--- config.mk ---
export PLATFORM = sky130hd
export DESIGN_NAME = ipid_cfg
export DESIGN_NICKNAME = d
export VERILOG_FILES = /design/src/sv/ipid_pkg.sv /design/src/sv/ipid_cfg.sv
export SDC_FILE = /design/constraint.sdc
export NUM_CORES = 1
export LEC_CHECK = 0
export BUFFER_PORTS_ARGS = -buffer_cell sky130_fd_sc_hd__buf_2
export CAP_MARGIN = 20
export CORE_UTILIZATION = 25
export DETAILED_ROUTE_END_ITERATION = 16
export SLEW_MARGIN = 0
export SYNTH_ARGS = -nofsm -noshare
export SYNTH_HDL_FRONTEND = slang
export SYNTH_SLANG_ARGS = --single-unit
--- constraint.sdc ---
create_clock -name clk -period 1.15 [get_ports clk]
set_input_delay 0.0575 -clock clk [delete_from_list [all_inputs] [get_ports clk]]
set_output_delay 0.0575 -clock clk [all_outputs]
set_load 0.03 [all_outputs]
--- src/sv/ipid_pkg.sv ---
// ----------------------------------------------------------------------------
// ipid_pkg
// Shared types, register map, mode codes and saturation helper.
// ----------------------------------------------------------------------------
`default_nettype none

package ipid_pkg;

	// word format: signed Q16.16
	localparam int DATA_WIDTH = 32;
	localparam int FRAC_BITS  = 16;

	localparam int ADDR_W = 5;

	// register indexes (byte address = 4 * index)
	localparam logic [2:0] REG_PROP_GAIN  = 3'd0;
	localparam logic [2:0] REG_INTEG_GAIN = 3'd1;
	localparam logic [2:0] REG_DERIV_GAIN = 3'd2;
	localparam logic [2:0] REG_PERIOD_MS  = 3'd3;
	localparam logic [2:0] REG_LOOP_MODE  = 3'd4;
	localparam logic [2:0] REG_DRIVE_LOW  = 3'd5;
	localparam logic [2:0] REG_DRIVE_HIGH = 3'd6;
	localparam logic [2:0] REG_DEAD_BAND  = 3'd7;

	// loop modes
	localparam logic [2:0] MODE_PLAIN    = 3'd0;
	localparam logic [2:0] MODE_CLAMP    = 3'd1;
	localparam logic [2:0] MODE_DEADBAND = 3'd2;
	localparam logic [2:0] MODE_MASTER   = 3'd3;
	localparam logic [2:0] MODE_FOLLOWER = 3'd4;

	// divide by 1000 as multiply by reciprocal: exact for 32-bit dividends
	localparam logic [31:0] DIV_CONST   = 32'd1000;
	localparam logic [28:0] RECIP_1000  = 29'd274877907;
	localparam int          RECIP_SHIFT = 38;

	// cycles from a register write until the coefficients are settled
	localparam logic [2:0] COEF_LAT = 3'd6;

	localparam logic signed [63:0] WORD_MAX = (64'sd1 <<< (DATA_WIDTH - 1)) - 64'sd1;
	localparam logic signed [63:0] WORD_MIN = -(64'sd1 <<< (DATA_WIDTH - 1));

	typedef struct packed {
		logic signed [31:0] prop_gain;
		logic signed [31:0] integ_gain;
		logic signed [31:0] deriv_gain;
		logic [15:0]        period_ms;
		logic [2:0]         loop_mode;
		logic signed [31:0] drive_low;
		logic signed [31:0] drive_high;
		logic [30:0]        dead_band;
	} cfg_t;

	typedef struct packed {
		logic signed [31:0] cur;
		logic signed [31:0] prev;
		logic               busy;
	} coef_t;

	function automatic logic signed [DATA_WIDTH-1:0] sat_word(input logic signed [63:0] v);
		logic signed [DATA_WIDTH-1:0] r;
		if (v > WORD_MAX) begin
			r = WORD_MAX[DATA_WIDTH-1:0];
		end else if (v < WORD_MIN) begin
			r = WORD_MIN[DATA_WIDTH-1:0];
		end else begin
			r = v[DATA_WIDTH-1:0];
		end
		return r;
	endfunction

endpackage

`default_nettype wire

--- src/sv/ipid_cfg.sv ---
// ----------------------------------------------------------------------------
// ipid_cfg
// APB register file for the controller settings.
// ----------------------------------------------------------------------------
`default_nettype none

module ipid_cfg (
	input  logic                         clk,
	input  logic                         arst_n,
	input  logic                         psel,
	input  logic                         penable,
	input  logic                         pwrite,
	input  logic [ipid_pkg::ADDR_W-1:0]  paddr,
	input  logic [31:0]                  pwdata,
	output logic [31:0]                  prdata,
	output logic                         pready,
	output ipid_pkg::cfg_t               cfg,
	output logic                         wr_stb
);

	logic [2:0] idx;

	assign idx    = paddr[ipid_pkg::ADDR_W-1:2];
	assign pready = 1'b1;
	assign wr_stb = psel && penable && pwrite && pready;

	always_ff @(posedge clk or negedge arst_n) begin
		if (!arst_n) begin
			cfg.prop_gain  <= '0;
			cfg.integ_gain <= '0;
			cfg.deriv_gain <= '0;
			cfg.period_ms  <= 16'd1;
			cfg.loop_mode  <= ipid_pkg::MODE_PLAIN;
			cfg.drive_low  <= 32'sh8000_0000;
			cfg.drive_high <= 32'sh7fff_ffff;
			cfg.dead_band  <= '0;
		end else if (wr_stb) begin
			unique case (idx)
				ipid_pkg::REG_PROP_GAIN:  cfg.prop_gain  <= pwdata;
				ipid_pkg::REG_INTEG_GAIN: cfg.integ_gain <= pwdata;
				ipid_pkg::REG_DERIV_GAIN: cfg.deriv_gain <= pwdata;
				ipid_pkg::REG_PERIOD_MS:  cfg.period_ms  <= pwdata[15:0];
				ipid_pkg::REG_LOOP_MODE:  cfg.loop_mode  <= pwdata[2:0];
				ipid_pkg::REG_DRIVE_LOW:  cfg.drive_low  <= pwdata;
				ipid_pkg::REG_DRIVE_HIGH: cfg.drive_high <= pwdata;
				ipid_pkg::REG_DEAD_BAND:  cfg.dead_band  <= pwdata[30:0];
				default: ;
			endcase
		end
	end

	always_comb begin
		unique case (idx)
			ipid_pkg::REG_PROP_GAIN:  prdata = cfg.prop_gain;
			ipid_pkg::REG_INTEG_GAIN: prdata = cfg.integ_gain;
			ipid_pkg::REG_DERIV_GAIN: prdata = cfg.deriv_gain;
			ipid_pkg::REG_PERIOD_MS:  prdata = {16'd0, cfg.period_ms};
			ipid_pkg::REG_LOOP_MODE:  prdata = {29'd0, cfg.loop_mode};
			ipid_pkg::REG_DRIVE_LOW:  prdata = cfg.drive_low;
			ipid_pkg::REG_DRIVE_HIGH: prdata = cfg.drive_high;
			ipid_pkg::REG_DEAD_BAND:  prdata = {1'b0, cfg.dead_band};
			default:                  prdata = '0;
		endcase
	end

endmodule

`default_nettype wire

==> results.py <==
metrics = {
    "worst_setup_path": {
        "arrival_ns": 1.86,
        "end_kind": "output port",
        "worstPathMaxFanout": 2,
        "critical_path_required_ns": 1.09,
        "setup.worst_path.start_class": "flop",
        "crit_type": "reg -> out",
    },
    "synthesis": {
        "synth-seq-area-share_pct": 54.5,
        "syn_nets": 769,
        "synth_cell_types": 39,
        "ys_seq_elements": 210,
        "synth_area_mm2": 0.00971,
        "synth_area_per_cell_um2": 13.4,
        "async_flop_share_pct": 100,
        "synth_edf_count": 0,
        "yosys_warnings": 0,
        "synthCells": 727,
        "synth-main-ff-cell": "dfrtp_1",
    },
    "finish": {
        "final_layout_size_suffix_gt1_share_pct": 76.4,
        "syn_to_final_growth_pct": 85.6,
        "layout_commonest_cell": "buf_6",
        "reg_top3": "cfg x210",
        "final_cell_mix": "buf_6, mux2_4, buf_4",
        "num-fill-cells": 3267,
        "fin_cells": 1807,
        "nets": 1317,
        "largest_reg_flops": 210,
        "regMostFlops": "cfg",
    },
    "timing": {
        "fin_ws_ns": -0.767,
        "period_minus_slack_ns": 1.92,
        "max_freq_ghz": 0.522,
        "layout_worst_path_cycle_share_pct": 167,
        "slew_violations": 0,
        "hold_viol_final": 5,
        "clock_skew_ns": 0,
        "holdWs_ns": -0.0123,
        "final-setup-viol-count": 240,
        "rsz0062_at_grt": "true",
    },
    "place": {
        "hpwl_mm": 26.7,
        "gp_congestion": 0.794,
        "port_buffers": 282,
        "numPlacedInstances": 1652,
    },
    "clocking": {
        "cts_root_buf": "clkbuf_16",
        "clk_latency_ns": 0.54,
        "path_clk_slew_ns": 0.06,
        "cts_tree": "built",
        "clockBufferDepth": 3,
        "clock-sinks": 210,
        "htree_levels": 1,
        "cts_buffers": 27,
    },
    "grt": {
        "grt_max_degree": 45,
        "grt_overflow": 0,
        "grt_pass1_wl_mm": 57.2,
        "antenna_found_initial": 2,
        "grt_pass1_vias": 8802,
        "grt_util_all_layers_pct": 19.5,
    },
    "floorplan": {
        "placement_rows": 71,
        "die_w_um": 199,
        "start_util_pct": 25.6,
        "ios": 286,
        "die_area_mm2": 0.0396,
        "die_h_um": 199,
        "core_mm2": 0.0379,
    },
    "route": {
        "drcViolationCount": 0,
        "routed_wl_mm": 40.1,
        "routed_via_density": 4.67,
        "first_iter_violations": 318,
        "wl_per_cell_um": 22.2,
        "antenna_left": 0,
        "first_pass_iters": 4,
        "vias": 8441,
    },
    "power": {
        "peakVddDrop_v": 0.00109,
        "totalPowerFinal_mw": 33.3,
        "p_leak_nw": 8.26,
        "cellPowerDensity_mw_per_mm2": 1850,
        "intPower_mw": 21.8,
        "power.share.sequential_pct": 31.5,
        "swShare_pct": 34.6,
        "p_switching_mw": 11.5,
        "power.clock.fraction_pct": 25.8,
        "combPwrFrac_pct": 42.7,
    },
    "status": {
        "status": "finished, violations left",
        "violations": "negative hold slack, negative setup slack",
    },
    "hold_path": {
        "holdCritPathClass": "in -> async",
    },
    "flow_run": {
        "cap_violations": 0,
    },
}
## final cells by class
cell class	count	area [µm²]	area share, %
repair buffers	570	5890	32.6
flip-flops and latches	210	5390	29.9
multi-input cells	459	5200	28.8
clock buffers	41	788	4.37
well taps	511	639	3.55
clock inverters	7	100	0.555
inverters	7	26.3	0.146
diodes	2	5.00	0.0278
## what timing repair did
item,in CTS,in global routing
endpoints found under the hold margin,407,0
setup buffers,30,83
resized for setup,563,103
setup endpoints to repair,242,242
hold buffers,33,0
pin swaps,28,35
## kinds of logic (layout without fill, tap and decap cells)
| family | Yosys count | count (layout) | share of synthesized area (%) |
|---|---|---|---|
| AOI/OAI and AO/OA | 111 | 111 | 7.65 |
| and+or+nand+nor | 91 | 91 | 4.59 |
| muxes | 256 | 256 | 29.5 |
| buffers and inverters | 58 | 625 | 3.70 |
| other | 1 | 3 | 0.0386 |
| DFF | 210 | 210 | 54.5 |
## final timing paths
check                                     startpoint              endpoint  slack (ns)  depth (start not counted)
worst max-delay path            cfg[124]$_DFFE_PN0P_            prdata[10]       -0.77                          3
worst max register to register   cfg[87]$_DFFE_PN0P_   cfg[87]$_DFFE_PN0P_        0.01                          4
worst min register to register    cfg[3]$_DFFE_PN0P_    cfg[3]$_DFFE_PN0P_        0.55                          1
worst min-delay path                          arst_n   cfg[88]$_DFFE_PN0P_       -0.01                          2
min in group clk                              pwrite  cfg[145]$_DFFE_PN0P_        0.22                          5
max in group asynchronous                     arst_n   cfg[45]$_DFFE_PN1P_        0.52                          3
## metrics by stage
stage	TNS (ns)	area, µm²	utilization [%]	setup WS, ns
final	-37.61	18000	47.5	-0.767
after global routing	-47.69	18000	47.5	-0.812
after CTS	-42.85	17400	45.8	-0.787
after detailed placement	-68.53	14200	37.5	-0.369
after global placement	-63.08	14200	37.5	-0.355
after floorplan	-18.07	11000	-	-0.165
## power groups by stage
stage                     sequential [mW]  combinational [mW]  clock (mW)
after CTS                            10.4                13.3        8.80
after global placement               10.2                10.4           0
after global routing                 10.6                14.9        9.09
final                                10.5                14.2        8.61
after floorplan                      13.2                3.48           0
after detailed placement             10.3                10.5           0
## synthesized netlist by cell type (all sizes together) (10+ instances only)
| library cell | n | share of area [%] |
|---|---|---|
| a21oi | 24 | 1.2 |
| mux2 | 223 | 26 |
| nor2 | 41 | 2.0 |
| o21ai | 25 | 1.3 |
| dfstp | 33 | 8.9 |
| mux2i | 32 | 3.3 |
| a31oi | 10 | 0.64 |
| a22o | 11 | 0.99 |
| a221oi | 20 | 1.8 |
| nand2 | 27 | 1.1 |
| buf | 44 | 3.2 |
| dfrtp | 177 | 46 |
## per-layer routing
layer | track usage (%) | share of wire, % | vias up
li1 | - | - | 3756
met1 | 25.6 | 43 | 4334
met2 | 30.8 | 47 | 273
met3 | 4.57 | 5.9 | 78
met4 | 7.72 | 3.9 | 0
met5 | 0 | 0 | -
## critical path: stages (launching register included)
cell and delay, ns:
dfrtp_2 0.42, mux4_2 0.46, mux2_4 0.29, buf_6 0.14
(Power assumes the default switching activity.)
