--- src/sv/ipid_pkg.sv ---
// ----------------------------------------------------------------------------
// ipid_pkg
// Shared types, register map, mode codes and saturation helper.
// ----------------------------------------------------------------------------
`default_nettype none

package ipid_pkg;

	// word format: signed Q16.16
	localparam int DATA_WIDTH = 32;
	localparam int FRAC_BITS  = 16;

	localparam int ADDR_W = 5;

	// register indexes (byte address = 4 * index)
	localparam logic [2:0] REG_PROP_GAIN  = 3'd0;
	localparam logic [2:0] REG_INTEG_GAIN = 3'd1;
	localparam logic [2:0] REG_DERIV_GAIN = 3'd2;
	localparam logic [2:0] REG_PERIOD_MS  = 3'd3;
	localparam logic [2:0] REG_LOOP_MODE  = 3'd4;
	localparam logic [2:0] REG_DRIVE_LOW  = 3'd5;
	localparam logic [2:0] REG_DRIVE_HIGH = 3'd6;
	localparam logic [2:0] REG_DEAD_BAND  = 3'd7;

	// loop modes
	localparam logic [2:0] MODE_PLAIN    = 3'd0;
	localparam logic [2:0] MODE_CLAMP    = 3'd1;
	localparam logic [2:0] MODE_DEADBAND = 3'd2;
	localparam logic [2:0] MODE_MASTER   = 3'd3;
	localparam logic [2:0] MODE_FOLLOWER = 3'd4;

	// divide by 1000 as multiply by reciprocal: exact for 32-bit dividends
	localparam logic [31:0] DIV_CONST   = 32'd1000;
	localparam logic [28:0] RECIP_1000  = 29'd274877907;
	localparam int          RECIP_SHIFT = 38;

	// cycles from a register write until the coefficients are settled
	localparam logic [2:0] COEF_LAT = 3'd6;

	localparam logic signed [63:0] WORD_MAX = (64'sd1 <<< (DATA_WIDTH - 1)) - 64'sd1;
	localparam logic signed [63:0] WORD_MIN = -(64'sd1 <<< (DATA_WIDTH - 1));

	typedef struct packed {
		logic signed [31:0] prop_gain;
		logic signed [31:0] integ_gain;
		logic signed [31:0] deriv_gain;
		logic [15:0]        period_ms;
		logic [2:0]         loop_mode;
		logic signed [31:0] drive_low;
		logic signed [31:0] drive_high;
		logic [30:0]        dead_band;
	} cfg_t;

	typedef struct packed {
		logic signed [31:0] cur;
		logic signed [31:0] prev;
		logic               busy;
	} coef_t;

	function automatic logic signed [DATA_WIDTH-1:0] sat_word(input logic signed [63:0] v);
		logic signed [DATA_WIDTH-1:0] r;
		if (v > WORD_MAX) begin
			r = WORD_MAX[DATA_WIDTH-1:0];
		end else if (v < WORD_MIN) begin
			r = WORD_MIN[DATA_WIDTH-1:0];
		end else begin
			r = v[DATA_WIDTH-1:0];
		end
		return r;
	endfunction

endpackage

`default_nettype wire

--- src/sv/ipid_coef.sv ---
// ----------------------------------------------------------------------------
// ipid_coef
// Free-running pipeline that forms the two velocity-form coefficients.
// ----------------------------------------------------------------------------
`default_nettype none

module ipid_coef (
	input  logic            clk,
	input  logic            arst_n,
	input  ipid_pkg::cfg_t  cfg,
	input  logic            wr_stb,
	output ipid_pkg::coef_t coef
);

	// Ki*T/1000 is split as |Ki| = 1000*a + r, so
	// |Ki|*T/1000 = a*T + floor(r*T/1000): two narrow reciprocal divides.
	logic [31:0]        mag_c;
	logic [60:0]        quo_c;
	logic [31:0]        rem_c;
	logic [54:0]        rq_c;
	logic [38:0]        sum_c;
	logic signed [63:0] cur_c;
	logic signed [63:0] prev_c;

	logic [31:0]        n_s1;
	logic [21:0]        a_s1;
	logic [9:0]         r_s2;
	logic [21:0]        a_s2;
	logic [37:0]        ap_s3;
	logic [25:0]        rp_s3;
	logic [15:0]        rq_s4;
	logic [37:0]        ap_s4;
	logic signed [39:0] q_s5;
	logic signed [31:0] cur_q;
	logic signed [31:0] prev_q;
	logic [2:0]         busy_q;

	always_comb begin
		mag_c  = cfg.integ_gain[31] ? 32'(-cfg.integ_gain) : 32'(cfg.integ_gain);
		quo_c  = 61'(mag_c) * 61'(ipid_pkg::RECIP_1000);
		rem_c  = n_s1 - 32'(a_s1) * ipid_pkg::DIV_CONST;
		rq_c   = 55'(rp_s3) * 55'(ipid_pkg::RECIP_1000);
		sum_c  = 39'(ap_s4) + 39'(rq_s4);
		cur_c  = 64'(cfg.prop_gain) + 64'(cfg.deriv_gain);
		prev_c = 64'(q_s5) - 64'(cfg.prop_gain) - (64'(cfg.deriv_gain) <<< 1);
	end

	always_ff @(posedge clk) begin
		n_s1   <= mag_c;
		a_s1   <= quo_c[ipid_pkg::RECIP_SHIFT +: 22];
		r_s2   <= rem_c[9:0];
		a_s2   <= a_s1;
		ap_s3  <= 38'(a_s2) * 38'(cfg.period_ms);
		rp_s3  <= 26'(r_s2) * 26'(cfg.period_ms);
		rq_s4  <= rq_c[ipid_pkg::RECIP_SHIFT +: 16];
		ap_s4  <= ap_s3;
		q_s5   <= cfg.integ_gain[31] ? -signed'({1'b0, sum_c}) : signed'({1'b0, sum_c});
		cur_q  <= ipid_pkg::sat_word(cur_c);
		prev_q <= ipid_pkg::sat_word(prev_c);
	end

	// settle counter: restarted by reset and by every register write
	always_ff @(posedge clk or negedge arst_n) begin
		if (!arst_n) begin
			busy_q <= ipid_pkg::COEF_LAT;
		end else if (wr_stb) begin
			busy_q <= ipid_pkg::COEF_LAT;
		end else if (busy_q != 3'd0) begin
			busy_q <= busy_q - 3'd1;
		end
	end

	assign coef.cur  = cur_q;
	assign coef.prev = prev_q;
	assign coef.busy = (busy_q != 3'd0);

endmodule

`default_nettype wire

--- config.mk ---
export PLATFORM = sky130hd
export DESIGN_NAME = ipid_coef
export DESIGN_NICKNAME = d
export VERILOG_FILES = /design/src/sv/ipid_pkg.sv /design/src/sv/ipid_coef.sv
export SDC_FILE = /design/constraint.sdc
export NUM_CORES = 2
export LEC_CHECK = 0
export ABC_AREA = 1
export ABC_CLOCK_PERIOD_IN_PS = 7500
export BUFFER_PORTS_ARGS = -buffer_cell sky130_fd_sc_hd__buf_2
export CAP_MARGIN = 20
export CORE_ASPECT_RATIO = 0.7
export CORE_MARGIN = 5
export CORE_UTILIZATION = 60
export CTS_CLUSTER_SIZE = 30
export DETAILED_ROUTE_END_ITERATION = 6
export PLACE_DENSITY = 0.78
export SYNTH_ARGS = -nofsm -noshare
export SYNTH_HDL_FRONTEND = slang
export SYNTH_SLANG_ARGS = --single-unit
--- constraint.sdc ---
create_clock -name clk -period 7.5 [get_ports clk]
set_input_delay 0.75 -clock clk [delete_from_list [all_inputs] [get_ports clk]]
set_output_delay 0.75 -clock clk [all_outputs]
set_load 0.02 [all_outputs]
==> impl_metrics.json <==
{
  "status": "complete, but fails checks",
  "violations": "setup timing",
  "cp_max_fo": 4,
  "use_met2_pct": 50.4,
  "die_area_sq_mm": 0.105,
  "drc_errors": 0,
  "cap_violations": 0,
  "yosys_warnings": 0,
  "slew_viol_final": 0,
  "numPortBuffers": 179,
  "fillCellCount": 7810,
  "synth_area_leaders": "fa_1, ha_1, inv_1",
  "crit_path_end_kind": "flop",
  "cts_tree": "yes",
  "htreeDepth": 1,
  "clockBufferDepth": 3,
  "avgViaCountPerCell": 5.57,
  "placedCellCount": 9146,
  "synth_top_area_share_pct": 32.4,
  "vias": 51577,
  "finClkSkew_ns": 0.0372,
  "slowest_delay_ns": 0.57,
  "yosys.cell_types.count": 62,
  "synth_edf_count": 0,
  "hold_path.class": "reg -> reg",
  "hold_viol": 0,
  "nets": 10019,
  "met1_usage_pct": 60.2,
  "ys_seq_area_share_pct": 9.80,
  "drt_wl_total_um": 207000,
  "synth_area_leader_cell": "fa_1",
  "avgSynthCellArea_sq_um": 8.12,
  "crit_slowest_cell": "fa_1",
  "synth_commonest_cells": "inv_1, nand2_1, fa_1, ha_1, nor2_1",
  "finalWorstSetupSlack_ns": -0.231,
  "first_iter_violations": 5183,
  "die_y_um": 273,
  "post-place-ws_ns": -1.23,
  "cp_common_cell": "inv_2",
  "ioPinCount": 278,
  "cts.sinks": 289,
  "yosysMostFrequentCell": "inv_1",
  "drive_above_1_share_pct": 14.7,
  "cp_data_required_time_ns": 8.00,
  "fmax_ghz": 0.129,
  "setup_viol": 19,
  "synth_area_sq_mm": 0.0592,
  "startpoint_type": "input port",
  "period_minus_slack_ns": 7.73,
  "synthArstFlopShare_pct": 1.04,
  "syn-num-nets": 9399,
  "grt_pass1_wl_um": 315000,
  "rsz0062_at_grt": "yes",
  "min_period_over_period_pct": 103,
  "arrival_ns": 8.23,
  "synth_cells": 7299,
  "cts_inserted_buffers": 29,
  "setup-tns-final_ns": -2.30,
  "synthFlopType": "dfxtp_1",
  "grt_use_met3_pct": 20.0,
  "grt_usage_pct": 39.6,
  "worstMarginPinSlew_ns": 1.24,
  "setup.worst_path.class": "in -> reg",
  "slew_headroom_pct": 17.1,
  "core-area_sq_mm": 0.0980,
  "gp_congestion": 1.06,
  "wire_per_inst_um": 22.3,
  "clk_latency_ns": 0.64,
  "area_growth_pct": 15.7,
  "row_count": 96,
  "ant_nets": 0,
  "first_pass_iters": 7,
  "overflow": 0,
  "grt_max_degree": 33,
  "yosys_register_bits": 289,
  "start_util_pct": 60.4,
  "clock-root-buffer": "clkbuf_16",
  "antenna_found_initial": 8,
  "layout.cells.non_filler": 9267,
  "dp_hpwl_um": 179000,
  "gr-max-usage-layer": "met1",
  "die_x_um": 386,
  "first_global_vias": 52389,
  "clkTransAtPathRegs_ns": 0.08
}
[routing by layer]
layer / vias up / wire [um]
li1: 23530 / -
met1: 24862 / 91200
met2: 2874 / 75600
met3: 305 / 35900
met4: 6 / 4330
met5: - / 50
[sequential cells by signal, summed over array words and instances, names as in the netlist]
signal / flops
q_s5: 40
ap_s3: 38
ap_s4: 38
cur_q: 32
prev_q: 32
rp_s3: 26
a_s1: 22
a_s2: 22
rq_s4: 16
n_s1: 10
r_s2: 10
busy_q: 3
[cells in the final DEF (no fill, tap or decap), types with 76 or more instances in the layout]
master and instances:
a21oi_1 285, buf_2 176, buf_4 498, dfxtp_1 286
fa_1 925, ha_1 875, inv_1 1768, nand2_1 1386
nand3_1 171, nor2_1 351, o21ai_0 180, xnor2_1 76
xor2_1 142
[cell type report]
class / instances / area, sq um / share of cell area (%)
flip-flops and latches: 289 / 5800 / 8.47
clock inverters: 22 / 304 / 0.444
clock buffers: 32 / 757 / 1.10
inverters: 1822 / 6840 / 9.99
repair buffers: 722 / 5310 / 7.74
multi-input cells: 5055 / 47900 / 69.8
diodes: 2 / 5.00 / 0.00730
well taps: 1323 / 1660 / 2.42
[final timing paths]
check	start	endpoint	slack (ns)	depth (start not counted)
max in group asynchronous	arst_n	busy_q[2]$_DFFE_PN1P_	6.81	2
min	ap_s3[18]$_DFF_P_	ap_s4[18]$_DFF_P_	0.30	0
min in group asynchronous	arst_n	busy_q[0]$_DFFE_PN0P_	0.50	2
max reg2reg	a_s2[4]$_DFF_P_	ap_s3[27]$_DFF_P_	0.40	18
min reg2reg	ap_s3[18]$_DFF_P_	ap_s4[18]$_DFF_P_	0.30	0
max	cfg[147]	a_s1[18]$_DFF_P_	-0.23	37
[metrics by stage]
step	util [%]	area, sq um	hold WS [ns]
finish	69.9	68500	0.299
global placement	66.4	65100	0.310
detailed placement	66.4	65100	0.312
floorplan	-	59300	0.310
CTS	68.6	67200	0.278
global route	69.9	68500	0.286
[timing repair]
item	4_1_cts	5_1_grt
endpoints found under the hold margin	1	0
gates resized for setup	155	273
hold buffers	1	0
setup buffers	43	25
pin swaps	56	124
setup endpoints to repair	22	22
[kinds of logic (layout without fill, tap and decap cells)]
family | count (synthesis) | count (layout) | synth area share, %
flops | 289 | 289 | 9.80
simple gates | 2215 | 2215 | 15.4
buf+inv | 1955 | 2598 | 12.5
fa+ha+maj | 1887 | 1887 | 52.0
other cells | 0 | 2 | 0
xor+xnor | 237 | 237 | 3.53
compound gates | 716 | 716 | 6.80
[critical path, delay by kind of cell]
kind / cells / cell delay, ns
buf+inv: 12 / 1.18
fa+ha+maj: 9 / 3.91
simple gates: 12 / 1.76
compound gates: 2 / 0.34
xor+xnor: 2 / 0.27
Power is left out: the tool's default activity adds up to more than one toggle a clock period on the data nets, which glitch-free logic cannot reach.
